$ cat config.mk
export PLATFORM = sky130hd
export DESIGN_NAME = escaped_command_frame_builder
export DESIGN_NICKNAME = d
export VERILOG_FILES = /design/src/rtl/core/ecfb_pkg.sv /design/src/rtl/core/ecfb_csr.sv /design/src/rtl/core/escaped_command_frame_builder.sv
export SDC_FILE = /design/constraint.sdc
export NUM_CORES = 1
export LEC_CHECK = 0
export BUFFER_PORTS_ARGS = -buffer_cell sky130_fd_sc_hd__buf_2
export CORE_UTILIZATION = 55
export CTS_BUF_LIST = sky130_fd_sc_hd__clkbuf_4 sky130_fd_sc_hd__clkbuf_8
export CTS_CLUSTER_SIZE = 28
export DETAILED_ROUTE_END_ITERATION = 12
export GPL_TIMING_DRIVEN = 1
export PLACE_DENSITY = 0.83
export RECOVER_POWER = 50
export SYNTH_ARGS = -nofsm -noshare
export SYNTH_HDL_FRONTEND = slang
export SYNTH_SLANG_ARGS = --single-unit
$ cat constraint.sdc
create_clock -name clock -period 5.7 [get_ports clock]
set_input_delay 0.57 -clock clock [delete_from_list [all_inputs] [get_ports clock]]
set_output_delay 0.57 -clock clock [all_outputs]
set_load 0.01 [all_outputs]
$ cat src/rtl/core/ecfb_pkg.sv
// Shared constants, types and helpers for the escaped command frame builder.
`default_nettype none

package ecfb_pkg;

   localparam logic [7:0] FLAG_START = 8'h12;
   localparam logic [7:0] FLAG_END   = 8'h13;
   localparam logic [7:0] ESC_BYTE   = 8'h7D;

   localparam int NUM_CODES     = 5;
   localparam int PAYLOAD_BYTES = 5;

   localparam logic [2:0] ACT_TRIGGER_INPUT  = 3'd0;
   localparam logic [2:0] ACT_TRIGGER_PARAM  = 3'd1;
   localparam logic [2:0] ACT_QUERY_INPUT    = 3'd2;
   localparam logic [2:0] ACT_QUERY_PARAM    = 3'd3;
   localparam logic [2:0] ACT_DUMP_OPERATORS = 3'd4;

   localparam logic [2:0] REG_CODE_TRIGGER_INPUT  = 3'd0;
   localparam logic [2:0] REG_CODE_TRIGGER_PARAM  = 3'd1;
   localparam logic [2:0] REG_CODE_QUERY_INPUT    = 3'd2;
   localparam logic [2:0] REG_CODE_QUERY_PARAM    = 3'd3;
   localparam logic [2:0] REG_CODE_DUMP_OPERATORS = 3'd4;

   typedef logic [NUM_CODES-1:0][7:0]     code_array_type;
   typedef logic [PAYLOAD_BYTES-1:0][7:0] payload_type;

   localparam code_array_type CODE_RESET = {8'd4, 8'd3, 8'd2, 8'd1, 8'd0};

   function automatic logic needs_escape(input logic [7:0] b);
      needs_escape = (b == FLAG_START) || (b == FLAG_END) || (b == ESC_BYTE);
   endfunction

endpackage

`default_nettype wire

$ cat src/rtl/core/ecfb_csr.sv
// Command code register file written through the configuration channel.
`default_nettype none

module ecfb_csr
   import ecfb_pkg::*;
(
   input  wire logic           clock,
   input  wire logic           reset,
   input  wire logic           csr_valid,
   input  wire logic [2:0]     csr_index,
   input  wire logic [7:0]     csr_data,
   output code_array_type      codes
);

   code_array_type codes_ff;
   code_array_type codes_in;

   always_comb begin
      codes_in = codes_ff;
      if (csr_valid) begin
         unique case (csr_index)
            REG_CODE_TRIGGER_INPUT:  codes_in[0] = csr_data;
            REG_CODE_TRIGGER_PARAM:  codes_in[1] = csr_data;
            REG_CODE_QUERY_INPUT:    codes_in[2] = csr_data;
            REG_CODE_QUERY_PARAM:    codes_in[3] = csr_data;
            REG_CODE_DUMP_OPERATORS: codes_in[4] = csr_data;
            default:                 codes_in = codes_ff;
         endcase
      end
   end

   always_ff @(posedge clock) begin
      if (reset) begin
         codes_ff <= CODE_RESET;
      end else begin
         codes_ff <= codes_in;
      end
   end

   assign codes = codes_ff;

endmodule

`default_nettype wire

$ cat src/rtl/core/escaped_command_frame_builder.sv
// Top level of the escaped command frame builder: command capture and byte serializer.
//
// Usage: each beat on the req_ channel is one command (action, index, value).
// The block answers it on the rsp_ channel with one beat per frame byte:
// start flag, command code, big-endian index and value where the command
// carries them, and the end flag, which is marked by rsp_last. Any payload
// byte equal to a flag or to the escape byte is preceded by the escape byte.
// Actions 5 to 7 are accepted and produce no beats.
// A taken command is registered into the START state, which then loads the
// start flag into the output register. A frame has 3 to 12 bytes, and the
// next command is taken in the cycle the end flag is loaded, so frames follow
// one another without a gap. The output gives one byte per cycle unless stalled.
// When the receiver stalls, the output register holds its byte and the
// serializer waits; req_ready stays low until the current frame's end flag
// moves into the output register.
// The csr_ channel writes the five command code registers, is always ready, ignores
// indexes 5 and above. The user must change codes only while idle; the block does not
// enforce it. Reset clears the serializer, drops any pending byte, restores the codes.
`default_nettype none

module escaped_command_frame_builder
   import ecfb_pkg::*;
(
   input  wire logic               clock,
   input  wire logic               reset,
   input  wire logic               req_valid,
   output logic                    req_ready,
   input  wire logic [2:0]         req_action,
   input  wire logic [15:0]        req_index,
   input  wire logic signed [15:0] req_value,
   output logic                    rsp_valid,
   input  wire logic               rsp_ready,
   output logic [7:0]              rsp_out_byte,
   output logic                    rsp_last,
   input  wire logic               csr_valid,
   output logic                    csr_ready,
   input  wire logic [2:0]         csr_index,
   input  wire logic [7:0]         csr_data
);

   localparam logic [1:0] ST_IDLE  = 2'd0;
   localparam logic [1:0] ST_START = 2'd1;
   localparam logic [1:0] ST_BODY  = 2'd2;
   localparam logic [1:0] ST_END   = 2'd3;

   code_array_type codes;

   logic [1:0]  state_ff, state_in;
   payload_type payload_ff, payload_in;
   logic [2:0]  remain_ff, remain_in;
   logic        esc_ff, esc_in;
   logic        rsp_valid_ff, rsp_valid_in;
   logic [7:0]  rsp_byte_ff, rsp_byte_in;
   logic        rsp_last_ff, rsp_last_in;
   logic        out_free;
   logic        req_take;
   logic [7:0]  head;

   ecfb_csr u_csr (
      .clock     (clock),
      .reset     (reset),
      .csr_valid (csr_valid),
      .csr_index (csr_index),
      .csr_data  (csr_data),
      .codes     (codes)
   );

   assign csr_ready = 1'b1;
   assign out_free  = !rsp_valid_ff || rsp_ready;
   assign req_ready = (state_ff == ST_IDLE) || ((state_ff == ST_END) && out_free);
   assign req_take  = req_valid && req_ready;
   assign head      = payload_ff[0];

   always_comb begin
      state_in     = state_ff;
      payload_in   = payload_ff;
      remain_in    = remain_ff;
      esc_in       = esc_ff;
      rsp_valid_in = rsp_valid_ff;
      rsp_byte_in  = rsp_byte_ff;
      rsp_last_in  = rsp_last_ff;
      if (out_free) begin
         unique case (state_ff)
            ST_IDLE: begin
               rsp_valid_in = 1'b0;
            end
            ST_START: begin
               rsp_valid_in = 1'b1;
               rsp_byte_in  = FLAG_START;
               rsp_last_in  = 1'b0;
               state_in     = ST_BODY;
            end
            ST_BODY: begin
               rsp_valid_in = 1'b1;
               rsp_last_in  = 1'b0;
               if (needs_escape(head) && !esc_ff) begin
                  rsp_byte_in = ESC_BYTE;
                  esc_in      = 1'b1;
               end else begin
                  rsp_byte_in = head;
                  esc_in      = 1'b0;
                  payload_in  = payload_ff >> 8;
                  remain_in   = remain_ff - 3'd1;
                  if (remain_ff == 3'd1) begin
                     state_in = ST_END;
                  end
               end
            end
            ST_END: begin
               rsp_valid_in = 1'b1;
               rsp_byte_in  = FLAG_END;
               rsp_last_in  = 1'b1;
               state_in     = ST_IDLE;
            end
            default: begin
               state_in = ST_IDLE;
            end
         endcase
      end
      if (req_take) begin
         payload_in[1] = req_index[15:8];
         payload_in[2] = req_index[7:0];
         payload_in[3] = req_value[15:8];
         payload_in[4] = req_value[7:0];
         esc_in        = 1'b0;
         state_in      = ST_START;
         case (req_action)
            ACT_TRIGGER_INPUT: begin
               payload_in[0] = codes[0];
               remain_in     = 3'd5;
            end
            ACT_TRIGGER_PARAM: begin
               payload_in[0] = codes[1];
               remain_in     = 3'd5;
            end
            ACT_QUERY_INPUT: begin
               payload_in[0] = codes[2];
               remain_in     = 3'd3;
            end
            ACT_QUERY_PARAM: begin
               payload_in[0] = codes[3];
               remain_in     = 3'd3;
            end
            ACT_DUMP_OPERATORS: begin
               payload_in[0] = codes[4];
               remain_in     = 3'd1;
            end
            default: begin
               payload_in[0] = 8'h00;
               remain_in     = remain_ff;
               state_in      = ST_IDLE;
            end
         endcase
      end
   end

   always_ff @(posedge clock) begin
      if (reset) begin
         state_ff     <= ST_IDLE;
         esc_ff       <= 1'b0;
         rsp_valid_ff <= 1'b0;
      end else begin
         state_ff     <= state_in;
         esc_ff       <= esc_in;
         rsp_valid_ff <= rsp_valid_in;
      end
   end

   always_ff @(posedge clock) begin
      payload_ff  <= payload_in;
      remain_ff   <= remain_in;
      rsp_byte_ff <= rsp_byte_in;
      rsp_last_ff <= rsp_last_in;
   end

   assign rsp_valid    = rsp_valid_ff;
   assign rsp_out_byte = rsp_byte_ff;
   assign rsp_last     = rsp_last_ff;

endmodule

`default_nettype wire
==> Word level (Yosys, flattened, before mapping) <==
Index checks and enable logic that the tools add are counted.
{ "word_totals": {"register_bits": 96, "in_bits": 51, "out_inout_bits": 12, "elab_cells": 91} }
{ "classes": {"add_sub_neg": 1, "eq_ne": 19, "n_mux": 21, "n_reduce_logical": 34} }
{ "op_table": {"columns": ["op", "count"], "rows": [
  ["2-to-1 mux 40 bit", 4],
  ["one-hot mux 8 bit (5 select lines)", 1],
  ["one-hot mux 8 bit (3 select lines)", 1],
  ["== test 8 x 5 -> 1 bit, second input constant", 2],
  ["AND reduction 2 bit", 8],
  ["== test 3 x 2 -> 1 bit, second input constant", 4],
  ["2-to-1 mux 3 bit", 4],
  ["== test 3 x 1 -> 1 bit, second input constant", 3],
  ["one-hot mux 3 bit (3 select lines)", 1],
  ["== test 8 x 7 -> 1 bit, second input constant", 1],
  ["2-to-1 mux 2 bit", 4],
  ["2-to-1 mux 8 bit", 1],
  ["AND reduction 4 bit", 2],
  ["OR reduction 2 bit", 4],
  ["== test 3 bit, second input constant", 2],
  ["zero test 3 bit", 2],
  ["!= test 3 bit, second input constant", 2],
  ["one-hot mux 2 bit (3 select lines)", 1],
  ["nonzero test 2 bit", 3],
  ["OR reduction 5 bit", 1],
  ["== test 2 bit, second input constant", 2],
  ["logical OR 1 bit", 4],
  ["!= test 4 x 3 -> 1 bit, second input constant", 1],
  ["one-hot mux 1 bit (2 select lines)", 2],
  ["11 further kinds", 15]
]} }

==> Depth between registers and ports, before layout <==
Gate-level depths: netlist (run 1).
{ "depth": {"depth_word": 8, "depth_mapped": 8, "depth_no_buf": 6} }

==> Modules after synthesis <==
Synthesis (run 1) repeated with hierarchy kept, for this count alone.
{ "unflattened": {"hier_cells": 363, "area_unflattened_um2": 4486.8} }
{ "modules_own_cells": {"columns": ["mod", "instances", "cells_each", "area_per_inst_um2", "seq_area_each_um2"], "rows": [
  ["escaped_command_frame_builder", 1, 214, 2855.2, 1641.6],
  ["ecfb_csr", 1, 149, 1631.6, 800.8]
]} }

==> Least setup slack after synthesis (run 1) <==
Ideal clock, no wire load.
{ "synth_path": {"kind": "register to register", "startpoint": "register state_ff[0]", "endpoint": "register payload_ff, in the netlist head[0], enable pin", "setup_ns": 0.442, "arrival_ns": 2.772, "required_time_ns": 5.258, "path_slack_ns": 2.486, "stages_incl_launch_ff": 6, "n_path_buf": 1, "period_less_slack_ns": 3.214, "path_cell_list": "dfxtp_1 inv_1 ha_1 clkbuf_1 nand2_1 o21ai_1"} }
{ "synth_via": {"elab_chain_len": 6} }
{ "synth_rtl": {"columns": ["element", "line", "source"], "rows": [
  ["from (decl)", "escaped_command_frame_builder.sv:48", "logic [1:0] state_ff, state_in;"],
  ["from (signal assigned)", "escaped_command_frame_builder.sv:163", "state_ff <= state_in;"],
  ["== test 2 bit", "escaped_command_frame_builder.sv:70", "assign req_ready = (state_ff == ST_IDLE) || ((state_ff == ST_END) && out_free);"],
  ["logical AND 1 bit", "escaped_command_frame_builder.sv:70", null],
  ["logical OR 1 bit", "escaped_command_frame_builder.sv:70", null],
  ["logical AND 1 bit", "escaped_command_frame_builder.sv:71", "assign req_take = req_valid && req_ready;"],
  ["!= test 2 bit (no source line) / nonzero test 2 bit (equally long branches)", null, null],
  ["AND reduction 3 bit (no source line) *", null, null],
  ["to (signal assigned)", "escaped_command_frame_builder.sv:170", "payload_ff <= payload_in;"],
  ["to (decl)", "escaped_command_frame_builder.sv:49", "payload_type payload_ff, payload_in;"]
]} }
Every way passes the cells marked *; elsewhere a longest branch is shown, timed or not.
A chain may end at the register's enable or synchronous reset.

==> results of run 1 <==
report_power, final:
part	internal (W)	leakage (nW)	switching (W)	total, W
combinational	0.000270	0.771	0.000361	0.000631
clock	0.000339	0.128	0.000229	0.000568
sequential	0.00104	0.862	0.0000757	0.00111
total	0.00165	1.76	0.000666	0.00231
metrics by stage:
step           instance area (um^2)  utilization  setup WS (ns)  hold WS [ns]
2_1_floorplan                  4289            -          2.486        0.4329
3_3_place_gp                   4641       0.6264          3.407        0.4404
3_5_place_dp                   4641       0.6264          3.321        0.4461
4_1_cts                        4903       0.6619          3.305        0.4586
5_1_grt                        4876       0.6582          1.649        0.4784
6_report                       4876       0.6582          2.074        0.4575
flip-flops by register name, summed over array words and instances (netlist names):
register / flops
u_csr.codes: 40
payload_ff: 32
head: 8
rsp_out_byte: 8
remain_ff: 3
state_ff: 2
esc_ff: 1
rsp_last: 1
rsp_valid: 1
Yosys cell counts (2+ instances only):
library cell	number	share of area
sky130_fd_sc_hd__inv_1	7	0.0061
sky130_fd_sc_hd__buf_2	5	0.0058
sky130_fd_sc_hd__mux2i_1	2	0.0047
sky130_fd_sc_hd__nand3b_1	7	0.012
sky130_fd_sc_hd__o21ai_1	3	0.0035
sky130_fd_sc_hd__o21a_1	12	0.021
sky130_fd_sc_hd__o21ai_0	4	0.0047
sky130_fd_sc_hd__a21oi_1	38	0.044
sky130_fd_sc_hd__nor2_1	7	0.0061
sky130_fd_sc_hd__nand2_1	89	0.078
sky130_fd_sc_hd__and3_1	2	0.0029
sky130_fd_sc_hd__nand3_1	3	0.0035
sky130_fd_sc_hd__mux2_2	33	0.087
sky130_fd_sc_hd__o221ai_1	8	0.016
sky130_fd_sc_hd__and2_1	10	0.015
sky130_fd_sc_hd__nor2b_1	3	0.0044
sky130_fd_sc_hd__a22oi_1	16	0.028
sky130_fd_sc_hd__dfxtp_1	44	0.21
sky130_fd_sc_hd__ha_1	7	0.020
sky130_fd_sc_hd__buf_4	2	0.0035
sky130_fd_sc_hd__buf_1	2	0.0018
sky130_fd_sc_hd__nand2b_1	3	0.0044
sky130_fd_sc_hd__and3b_1	2	0.0041
sky130_fd_sc_hd__edfxtp_1	52	0.36
sky130_fd_sc_hd__clkbuf_1	16	0.014
worst max-delay path: cells and delay by family (launching register included):
family	cells	cell delay, ns
AOI/OAI and AO/OA	3	0.83
adders and majority gates	1	0.28
buffers and inverters	1	1.71
DFF	1	0.39
and+or+nand+nor	1	0.16
routing by layer:
| metal | up-vias | routed length (um) | track usage |
|---|---|---|---|
| li1 | 1509 | - | - |
| met1 | 1485 | 3705 | 0.2924 |
| met2 | 111 | 4464 | 0.3785 |
| met3 | 13 | 505 | 0.05219 |
| met4 | 0 | 125 | 0.07258 |
| met5 | - | 0 | 0 |
cell type report:
cell class / count / area, um^2 / area share
clock inverters: 6 / 131.4 / 0.02694
clock buffers: 10 / 131.4 / 0.02694
well taps: 99 / 123.9 / 0.02540
inverters: 7 / 26.28 / 0.005389
flip-flops and latches: 96 / 2442 / 0.5009
multi-input cells: 269 / 1725 / 0.3539
repair buffers: 62 / 295.3 / 0.06056
kinds of logic after synthesis:
group | Yosys count
adders and majority gates | 7
buffers and inverters | 32
DFF | 96
AOI/OAI and AO/OA | 90
xor gates and xnor gates | 1
muxes | 36
and+or+nand+nor | 134
other | 1
path summary, 6_finish.rpt:
path                   from             end  depth (start not counted)
max             state_ff[1]         head[5]                          6
min          u_csr.codes[6]  u_csr.codes[6]                          2
max reg2reg     state_ff[1]         head[5]                          6
min reg2reg  u_csr.codes[6]  u_csr.codes[6]                          2
cell usage in the layout, fill, tap and decap left out, drive strengths merged, types with 2 or more instances in the layout:
cell type	instances
edfxtp	52
and2	11
nor2	7
nand2	89
a22oi	16
nand3b	7
mux2	34
o221ai	8
and3	2
a21oi	38
o21ai	7
clkbuf	22
nand3	3
mux2i	2
buf	50
o21a	12
dfxtp	44
nand2b	3
nor2b	3
bufinv	4
ha	7
and3b	2
inv	7
o211ai	2
==> impl_results.rst, run 1 <==
.. list-table::
   :header-rows: 1

   * - Metric
     - Value
   * - Status
     - complete, but fails checks
   * - Failing checks
     - capacitance limit, slew limit
   * - Combinational family with the most area after synthesis
     - simple AND/OR/NAND/NOR gates
   * - Worst setup EP type
     - register
   * - Synth-to-Final Area Change
     - 13.68%
   * - Final cycle utilization of the critical path
     - 0.6361
   * - Multiplexer share of the synthesized area
     - 0.09393
   * - Number of global-route vias before repair
     - 3,039
   * - Global-route wire length before repair
     - 14,570 um
   * - Total Wirelength
     - 8801 um
   * - Fraction of synthesized cell area in xor and xnor cells
     - 0.002042
   * - Number of pins exceeding their max-slew limit in the final report
     - 103
   * - Total negative slack
     - 0 ns
   * - Resized cells post-CTS
     - 0
   * - Global-route total usage across every layer
     - 0.2266
   * - Vias per cell
     - 5.679
   * - Initial Utilization
     - 0.5790
   * - Total grt overflow
     - 0
   * - Overall die height
     - 90.31 um
   * - Std-Cell Rows
     - 31
   * - Largest driver fanout on the critical path
     - 56
   * - Largest net degree at the start of global routing
     - 57
   * - Clock Path Buffers
     - 2
   * - Cts hold-fix bufs
     - 0
   * - Worst path slowest cell
     - sky130_fd_sc_hd__clkbuf_1
   * - Synth Flop Type
     - sky130_fd_sc_hd__edfxtp_1
   * - Post-CTS Setup Inserts
     - 0
   * - Ordered cell list for the critical path
     - ha_1 > nand2_1 > o21ai_4 > clkbuf_1 > o221ai_1 > o21a_1
   * - Req. time, crit path
     - 5.81 ns
   * - Slew at the pin with the worst max-slew slack
     - 2.400 ns
   * - Antenna-violating nets left
     - 0
   * - Count of boundary I/O pins
     - 63
   * - Worst hold path type
     - register to register
   * - Count of H-tree levels built during CTS
     - 3
   * - Via count
     - 3,118
   * - Layout net count
     - 503
   * - Fraction of final layout cells with drive strength greater than 1
     - 0.2244
   * - Unrepaired setup endpoints after global routing
     - no
   * - Synthesized-area fraction occupied by adder cells
     - 0.02042
   * - Count of endpoints failing setup in the final report
     - 0
   * - Worst skew pair latency
     - 0.35 ns
   * - Portion of the post-synthesis area used by sequential elements
     - 0.5694
   * - Core outline area
     - 0.007408 mm^2
   * - Antenna diode instance count
     - 0
   * - Post-Synth Simple-Gate Area
     - 0.1456
   * - Chip width
     - 90.31 um
   * - Root buffer cell
     - sky130_fd_sc_hd__clkbuf_8
   * - Count of cell types in the netlist
     - 45
   * - Max-capacitance violation count
     - 2
   * - Post-synthesis async set-or-reset flop share
     - 0
   * - Remaining DRCs
     - 0
   * - Power density relative to cell area
     - 474.2 mW/mm^2
   * - Total Die Area
     - 0.008156 mm^2
   * - Category of the critical setup timing path
     - register to register
   * - TritonCTS sink count
     - 96
   * - Final Non-Filler Cells
     - 549
   * - EDFF count, synth
     - 52
   * - Clock tree from TritonCTS
     - built
   * - Synthesis-stage register bit count
     - 96
   * - Peak supply drop
     - 0.2651 mV
   * - Per-cell routed wire length
     - 16.03 um
   * - Clock-pin slew reported for the worst setup and hold paths after clock tree synthesis
     - 0.09 ns
   * - Post-layout minimum cycle time
     - 3.626 ns
   * - DP Wirelength
     - 5993 um
   * - Number of hold violations in the final report
     - 0
   * - Worst reg-to-reg setup slack
     - 2.07 ns
   * - Number of buffers created by CTS
     - 9
   * - Synth Instances
     - 397
   * - Power consumption
     - 0.002312 W
   * - FMAX
     - 0.2758 GHz
   * - Clock skew
     - 0.007452 ns
   * - PortBufs
     - 61
   * - Post-Synthesis Mean Instance Area
     - 10.80 um^2
   * - Initial DRT Pass Iterations
     - 6
   * - Worst slew margin relative to its limit
     - -0.6001
   * - Count of fill cells added during filler insertion
     - 600
   * - Cell area after synthesis
     - 0.004289 mm^2
   * - Complex-gate fraction of the synthesized area
     - 0.1365
   * - Largest stage delay on the critical path
     - 1.71 ns
   * - Static leakage
     - 1.761 nW
   * - Kind of start point of the critical path
     - register
   * - Antenna violations before repair
     - 0
   * - GPL Wtd Cong
     - 0.8244
   * - Initial DRC Count
     - 258
   * - Data arrival time of the critical path
     - 3.74 ns
   * - Number of instances in the placed design
     - 533
   * - Syn Nets
     - 455
   * - Yosys warnings
     - 0
Power figures use the tool's default switching activity.
==> run 2, diff against run 1 <==
==> constraint.sdc (replaced) <==
create_clock -name clock -period 3.45 [get_ports clock]
set_input_delay 0.345 -clock clock [delete_from_list [all_inputs] [get_ports clock]]
set_output_delay 0.345 -clock clock [all_outputs]
set_load 0.01 [all_outputs]
==> run 2 against run 1 <==
The flow now finishes without violations. Die area is the same. Critical path depth is the same. Clock power grew 19%. Power grew 53%. Clock-buffer cell count shrank 1. Setup slack lost 1.2 ns. Non-clock buffer count grew 1. Wire length shrank 1.6%. Largest cell class unchanged. Largest power group unchanged. Highest routed layer unchanged.
==> impl_results.rst, run 2 (synthesis gave the netlist of run 1 again) <==
.. list-table::
   :header-rows: 1

   * - Metric
     - Value
   * - Status
     - finished, final reports clean (was complete, but fails checks)
   * - Post-layout minimum cycle time
     - 2.557 ns (was 3.626 ns)
   * - Kind of start point of the critical path
     - register (unchanged)
   * - Worst slew margin relative to its limit
     - 0.2460 (was -0.6001)
   * - Initial Utilization
     - 0.5790 (unchanged)
   * - Post-CTS Setup Inserts
     - 0 (unchanged)
   * - Clock-pin slew reported for the worst setup and hold paths after clock tree synthesis
     - 0.10 ns (was 0.09 ns)
   * - Count of H-tree levels built during CTS
     - 3 (unchanged)
   * - TritonCTS sink count
     - 96 (unchanged)
   * - PortBufs
     - 61 (unchanged)
   * - Chip width
     - 90.31 um (unchanged)
   * - Worst hold path type
     - primary input to register (was register to register)
   * - Post-layout worst setup margin
     - 0.8927 ns (was 2.074 ns)
   * - Antenna-violating nets left
     - 0 (unchanged)
   * - Cts hold-fix bufs
     - 0 (unchanged)
   * - Data arrival time of the critical path
     - 2.68 ns (was 3.74 ns)
   * - Finished Core Util
     - 0.6484 (was 0.6582)
   * - Number of global-route vias before repair
     - 2,902 (was 3,039)
   * - Global-route wire length before repair
     - 14,170 um (was 14,570 um)
   * - Power density relative to cell area
     - 737.1 mW/mm^2 (was 474.2 mW/mm^2)
   * - Clock skew
     - 0.01026 ns (was 0.007452 ns)
   * - Commonest non-fill, non-tap cell in the layout
     - sky130_fd_sc_hd__nand2_1 (unchanged)
   * - Internal power component
     - 0.002421 W (was 0.001647 W)
   * - Core outline area
     - 0.007408 mm^2 (unchanged)
   * - Power consumption
     - 0.003540 W (was 0.002312 W)
   * - Count of boundary I/O pins
     - 63 (unchanged)
   * - Worst setup EP type
     - register (unchanged)
   * - Met2 demand-to-capacity share in global routing
     - 0.3607 (was 0.3785)
   * - Synth-to-Final Area Change
     - 11.99% (was 13.68%)
   * - Resized cells post-CTS
     - 0 (unchanged)
   * - GPL Wtd Cong
     - 0.8216 (was 0.8244)
   * - Initial DRC Count
     - 271 (was 258)
   * - Root buffer cell
     - sky130_fd_sc_hd__clkbuf_8 (unchanged)
   * - Std-Cell Rows
     - 31 (unchanged)
   * - Worst skew pair latency
     - 0.36 ns (was 0.35 ns)
   * - Met3 Usage GRT
     - 0.04293 (was 0.05219)
   * - Slew at the pin with the worst max-slew slack
     - 1.131 ns (was 2.400 ns)
   * - Number of hold violations in the final report
     - 0 (unchanged)
   * - Switching power share of the total
     - 0.3161 (was 0.2879)
   * - Clock Path Buffers
     - 2 (unchanged)
   * - DP Wirelength
     - 5994 um (was 5993 um)
   * - Number of pins exceeding their max-slew limit in the final report
     - 0 (was 103)
   * - Total grt overflow
     - 0 (unchanged)
   * - Largest net degree at the start of global routing
     - 57 (unchanged)
   * - Clock share of power
     - 0.191 (was 0.246)
   * - Overall die height
     - 90.31 um (unchanged)
   * - Static leakage
     - 1.729 nW (was 1.761 nW)
   * - Total Wirelength
     - 8661 um (was 8801 um)
   * - Combinational share of power
     - 0.294 (was 0.273)
   * - Antenna diode instance count
     - 0 (unchanged)
   * - Via count
     - 3,035 (was 3,118)
   * - Worst slack at placement
     - 1.290 ns (was 3.321 ns)
   * - Switching power
     - 0.001119 W (was 0.0006657 W)
   * - Peak supply drop
     - 0.3921 mV (was 0.2651 mV)
   * - Final hold slack
     - 0.2530 ns (was 0.4575 ns)
   * - Flop pwr share
     - 0.515 (was 0.481)
   * - Fraction of final layout cells with drive strength greater than 1
     - 0.2284 (was 0.2244)
   * - Category of the critical setup timing path
     - register to register (unchanged)
   * - Remaining DRCs
     - 0 (unchanged)
   * - Per-cell routed wire length
     - 15.75 um (was 16.03 um)
   * - Most congested layer reported by global routing
     - met2 (unchanged)
   * - Largest driver fanout on the critical path
     - 56 (unchanged)
   * - Req. time, crit path
     - 3.57 ns (was 5.81 ns)
   * - Met1 Track Usage GR
     - 0.2883 (was 0.2924)
   * - Number of buffers created by CTS
     - 9 (unchanged)
   * - Clock tree from TritonCTS
     - built (unchanged)
   * - Max-capacitance violation count
     - 0 (was 2)
   * - Leading cell types in the layout, fill and taps excluded
     - sky130_fd_sc_hd__nand2_1, sky130_fd_sc_hd__edfxtp_1, sky130_fd_sc_hd__buf_2 (unchanged)
   * - FMAX
     - 0.3910 GHz (was 0.2758 GHz)
   * - Initial DRT Pass Iterations
     - 4 (was 6)
   * - Vias per cell
     - 5.518 (was 5.679)
   * - Flip-flop count of the largest register, all copies and words added
     - 40 (unchanged)
   * - Final cycle utilization of the critical path
     - 0.7412 (was 0.6361)
   * - Min-Delay Path Depth
     - 2 (unchanged)
   * - Count of endpoints failing setup in the final report
     - 0 (unchanged)
   * - Layout net count
     - 504 (was 503)
   * - Total Die Area
     - 0.008156 mm^2 (unchanged)
   * - Antenna violations before repair
     - 0 (unchanged)
   * - Total negative slack
     - 0 ns (unchanged)
   * - Unrepaired setup endpoints after global routing
     - no (unchanged)
   * - Global-route total usage across every layer
     - 0.2230 (was 0.2266)
   * - Path depth of the worst reg2reg path
     - 6 (unchanged)
==> run 2: changes by cell type in the layout (fill, tap and decap cells not counted), moves of 2 or more <==
cell and change:
sky130_fd_sc_hd__buf_2 -2, sky130_fd_sc_hd__inv_6 +2, sky130_fd_sc_hd__and2_0 -5, sky130_fd_sc_hd__bufinv_16 -4, sky130_fd_sc_hd__and2_1 +5
==> run 2: per-stage QoR <==
step                std cells  instance area (um^2)
global placement          534                  4648
global route              550                  4803
CTS                       550                  4827
finish                    550                  4803
detailed placement        534                  4648
floorplan                 397                  4289
==> run 2: final timing paths <==
check,startpoint,endpoint,slack (ns)
setup / recovery,state_ff[1],head[2],0.89
hold / removal,req_value[2],payload_ff[34],0.25
setup reg to reg,state_ff[1],head[2],0.89
hold reg to reg,u_csr.codes[18],u_csr.codes[18],0.46
==> run 2: metal layers <==
layer / wire length, um / share of wire / vias up
met1: 3674 / 0.42 / 1406
met2: 4215 / 0.49 / 99
met4: 231 / 0.027 / 0
li1: - / - / 1512
met5: 0 / 0 / -
met3: 539 / 0.062 / 18
==> run 2: final cells by class <==
class                           count  area [um^2]
Sequential cell                    96         2442
Multi-Input combinational cell    269         1730
Inverter                            7        26.28
Tap cell                           99        123.9
Clock inverter                      7        55.05
Timing Repair Buffer               63        301.5
Clock buffer                        9        123.9
Fill cell                         586         2605
==> run 2: worst max-delay path: stages, from the launching register on <==
cell	delay (ns)
sky130_fd_sc_hd__dfxtp_1	0.39
sky130_fd_sc_hd__ha_1	0.27
sky130_fd_sc_hd__nand2_1	0.15
sky130_fd_sc_hd__o21ai_4	0.14
sky130_fd_sc_hd__clkbuf_2	0.85
sky130_fd_sc_hd__o221ai_1	0.31
sky130_fd_sc_hd__o21a_1	0.18
==> run 2: power by group through the flow <==
| stage | clock [W] | sequential [W] | combinational (W) |
|---|---|---|---|
| finish | 0.000677 | 0.00182 | 0.00104 |
| global route | 0.000728 | 0.00186 | 0.00116 |
| CTS | 0.000682 | 0.00183 | 0.00106 |
| detailed placement | 0 | 0.00185 | 0.00105 |
| global placement | 0 | 0.00183 | 0.00102 |
| floorplan | 0 | 0.00186 | 0.000772 |
==> run 3, diff against run 2 <==
--- a/config.mk
+++ b/config.mk
@@ -6,12 +6,12 @@
 export NUM_CORES = 1
 export LEC_CHECK = 0
 export BUFFER_PORTS_ARGS = -buffer_cell sky130_fd_sc_hd__buf_2
-export CORE_UTILIZATION = 55
+export CORE_UTILIZATION = 53
 export CTS_BUF_LIST = sky130_fd_sc_hd__clkbuf_4 sky130_fd_sc_hd__clkbuf_8
 export CTS_CLUSTER_SIZE = 28
 export DETAILED_ROUTE_END_ITERATION = 12
 export GPL_TIMING_DRIVEN = 1
-export PLACE_DENSITY = 0.83
+export PLACE_DENSITY = 0.84
 export RECOVER_POWER = 50
 export SYNTH_ARGS = -nofsm -noshare
 export SYNTH_HDL_FRONTEND = slang
==> constraint.sdc (replaced) <==
create_clock -name clock -period 2.13 [get_ports clock]
set_input_delay 0.213 -clock clock [delete_from_list [all_inputs] [get_ports clock]]
set_output_delay 0.213 -clock clock [all_outputs]
set_load 0.01 [all_outputs]
==> run 3 against run 2 <==
Final area increased by 2.9%. Global-route usage decreased by 0.11 points. Non-clock buffer count increased by 14. Critical endpoint is now state_ff[1]. Clock skew decreased by 0.0041 ns. First-iteration DRC count increased by 4.1%. Clock power increased by 58%. Setup slack got worse by 0.76 ns. Sequential share of layout area decreased by 1.4 points. Wire length increased by 1.6%. Cell count increased by 3.3%.
==> impl_results.rst, run 3 (synthesis gave the netlist of run 1 again) <==
.. list-table::
   :header-rows: 1

   * - Metric
     - Value
   * - Status
     - finished, final reports clean (unchanged)
   * - Antenna violations before repair
     - 0 (unchanged)
   * - Chip width
     - 91.96 um (was 90.31 um)
   * - Initial Utilization
     - 0.5522 (was 0.5790)
   * - Std-Cell Rows
     - 32 (was 31)
   * - Clock tree from TritonCTS
     - built (unchanged)
   * - Initial DRC Count
     - 282 (was 271)
   * - Per-cell routed wire length
     - 15.50 um (was 15.75 um)
   * - Finished Core Util
     - 0.6363 (was 0.6484)
   * - Number of hold violations in the final report
     - 0 (unchanged)
   * - Number of pins exceeding their max-slew limit in the final report
     - 0 (unchanged)
   * - PortBufs
     - 61 (unchanged)
   * - Total Wirelength
     - 8803 um (was 8661 um)
   * - Worst skew pair latency
     - 0.36 ns (about the same)
   * - Remaining DRCs
     - 0 (unchanged)
   * - Clock-pin slew reported for the worst setup and hold paths after clock tree synthesis
     - 0.09 ns (was 0.10 ns)
   * - Logic depth of the worst path, buffers included
     - 7 (was 6)
   * - Kind of start point of the critical path
     - register (unchanged)
   * - Origin of the critical flop-to-flop path
     - state_ff[0] (was state_ff[1])
   * - Max-capacitance violation count
     - 0 (unchanged)
   * - Min-Delay Path Depth
     - 2 (unchanged)
   * - Family with the most delay on the worst path
     - compound AO/OA/AOI/OAI gates (was buffers and inverters)
   * - Core outline area
     - 0.007767 mm^2 (was 0.007408 mm^2)
   * - Antenna-violating nets left
     - 0 (unchanged)
   * - Peak supply drop
     - 0.5883 mV (was 0.3921 mV)
   * - Synth-to-Final Area Change
     - 15.23% (was 11.99%)
   * - Antenna diode instance count
     - 0 (unchanged)
   * - Count of boundary I/O pins
     - 63 (unchanged)
   * - Count of H-tree levels built during CTS
     - 3 (unchanged)
   * - Power density relative to cell area
     - 1204 mW/mm^2 (was 737.1 mW/mm^2)
   * - Commonest non-fill, non-tap cell in the layout
     - sky130_fd_sc_hd__nand2_1 (unchanged)
   * - Number of buffers created by CTS
     - 9 (unchanged)
   * - Initial DRT Pass Iterations
     - 4 (unchanged)
   * - Req. time, crit path
     - 2.38 ns (was 3.57 ns)
   * - Largest stage delay on the critical path
     - 0.36 ns (was 0.85 ns)
   * - GPL Wtd Cong
     - 0.8342 (was 0.8216)
   * - Ordered cell list for the critical path
     - inv_1 > ha_1 > buf_4 > nor4bb_1 > o211ai_1 > o211ai_1 > mux2_1 (was ha_1 > nand2_1 > o21ai_4 > clkbuf_2 > o221ai_1 > o21a_1)
   * - Overall die height
     - 91.96 um (was 90.31 um)
   * - Largest net degree at the start of global routing
     - 42 (was 57)
   * - Most numerous cell on the critical path
     - sky130_fd_sc_hd__o211ai_1
   * - Total grt overflow
     - 0 (unchanged)
   * - Launching element of the worst setup path
     - state_ff[0] (was state_ff[1])
   * - Cts hold-fix bufs
     - 0 (unchanged)
   * - Via count
     - 3,187 (was 3,035)
   * - TritonCTS sink count
     - 96 (unchanged)
   * - Data arrival time of the critical path
     - 2.25 ns (was 2.68 ns)
   * - FMAX
     - 0.5006 GHz (was 0.3910 GHz)
   * - Post-layout minimum cycle time
     - 1.998 ns (was 2.557 ns)
   * - Static leakage
     - 1.807 nW (was 1.729 nW)
   * - Global-route wire length before repair
     - 14,440 um (was 14,170 um)
   * - Vias per cell
     - 5.611 (was 5.518)
   * - Clock Path Buffers
     - 2 (unchanged)
   * - Number of global-route vias before repair
     - 3,102 (was 2,902)
   * - Final cycle utilization of the critical path
     - 0.9378 (was 0.7412)
   * - Root buffer cell
     - sky130_fd_sc_hd__clkbuf_8 (unchanged)
   * - Flip-flop count of the largest register, all copies and words added
     - 40 (unchanged)
   * - Clock skew
     - 0.006160 ns (was 0.01026 ns)
   * - Worst hold path type
     - primary input to register (unchanged)
   * - Unrepaired setup endpoints after global routing
     - no (unchanged)
   * - Global-route total usage across every layer
     - 0.2219 (was 0.2230)
   * - Worst setup EP type
     - register (unchanged)
   * - Count of endpoints failing setup in the final report
     - 0 (unchanged)
   * - Worst path slowest cell
     - sky130_fd_sc_hd__nor4bb_1 (was sky130_fd_sc_hd__clkbuf_2)
   * - Launch point of the worst hold path
     - reset (was req_value[2])
   * - Path depth of the worst reg2reg path
     - 7 (was 6)
   * - Largest driver fanout on the critical path
     - 10 (was 56)
   * - Count of buffer and inverter cells on the critical path
     - 2 (was 1)
   * - Layout net count
     - 519 (was 504)
   * - Total Die Area
     - 0.008457 mm^2 (was 0.008156 mm^2)
   * - Category of the critical setup timing path
     - register to register (unchanged)
   * - DP Wirelength
     - 6080 um (was 5994 um)
   * - Worst slew margin relative to its limit
     - 0.5767 (was 0.2460)
   * - Leading cell types in the layout, fill and taps excluded
     - sky130_fd_sc_hd__nand2_1, sky130_fd_sc_hd__edfxtp_1, sky130_fd_sc_hd__buf_2 (unchanged)
   * - Power consumption
     - 0.005951 W (was 0.003540 W)
   * - Slew at the pin with the worst max-slew slack
     - 0.6325 ns (was 1.131 ns)
   * - Fraction of final layout cells with drive strength greater than 1
     - 0.2489 (was 0.2284)
[run 3: cell types whose count changed in the layout (fill, tap and decap cells not counted), moves of 2 or more]
cell and change:
sky130_fd_sc_hd__buf_12 +2, sky130_fd_sc_hd__clkbuf_4 +2, sky130_fd_sc_hd__and2_0 -2, sky130_fd_sc_hd__buf_4 +11
[run 3: area by class of cell]
class	count	area, um^2
multi-input combinational	270	1742
timing repair buffer	77	430.4
sequential	96	2442
clock buffer	10	131.4
inverter	7	26.28
fill	613	2825
tap	102	127.6
clock inverter	6	42.54
[run 3: final timing paths]
path / to / slack [ns]
setup reg to reg: state_ff[1] / 0.13
setup / recovery: state_ff[1] / 0.13
hold / removal: esc_ff / 0.09
hold reg to reg: u_csr.codes[27] / 0.46
[run 3: layer usage]
layer,wire (um),share of wire,global-route usage
met1,3724,0.42,0.2761
met2,4352,0.49,0.3682
met3,431,0.049,0.03566
met4,295,0.034,0.1237
met5,0,0,0
[run 3: metrics by stage]
| step | instance area, um^2 | std cells | setup TNS [ns] | worst slack (ns) | hold slack, ns |
|---|---|---|---|---|---|
| 2_1_floorplan | 4300 | 397 | 0 | 0.03080 | 0.3341 |
| 3_3_place_gp | 4782 | 551 | -2.408 | -0.06149 | 0.4388 |
| 3_5_place_dp | 4782 | 551 | -5.929 | -0.1500 | 0.4444 |
| 4_1_cts | 4965 | 568 | 0 | 0.02593 | 0.09314 |
| 5_1_grt | 4942 | 568 | 0 | 0.04032 | 0.09767 |
| 6_report | 4942 | 568 | 0 | 0.1324 | 0.09260 |
[run 3: timing repair]
action,CTS,global route
pin swaps,1,0
buffers inserted,0,0
cloned,1,0
resized for setup,0,1
endpoints found under the setup margin,40,20
[run 3: report_power, final]
group | internal (W) | switching, W | total (W) | leakage, nW
sequential | 0.00277 | 0.000187 | 0.00295 | 0.862
clock | 0.000442 | 0.000633 | 0.00107 | 0.0881
combinational | 0.000865 | 0.00106 | 0.00192 | 0.858
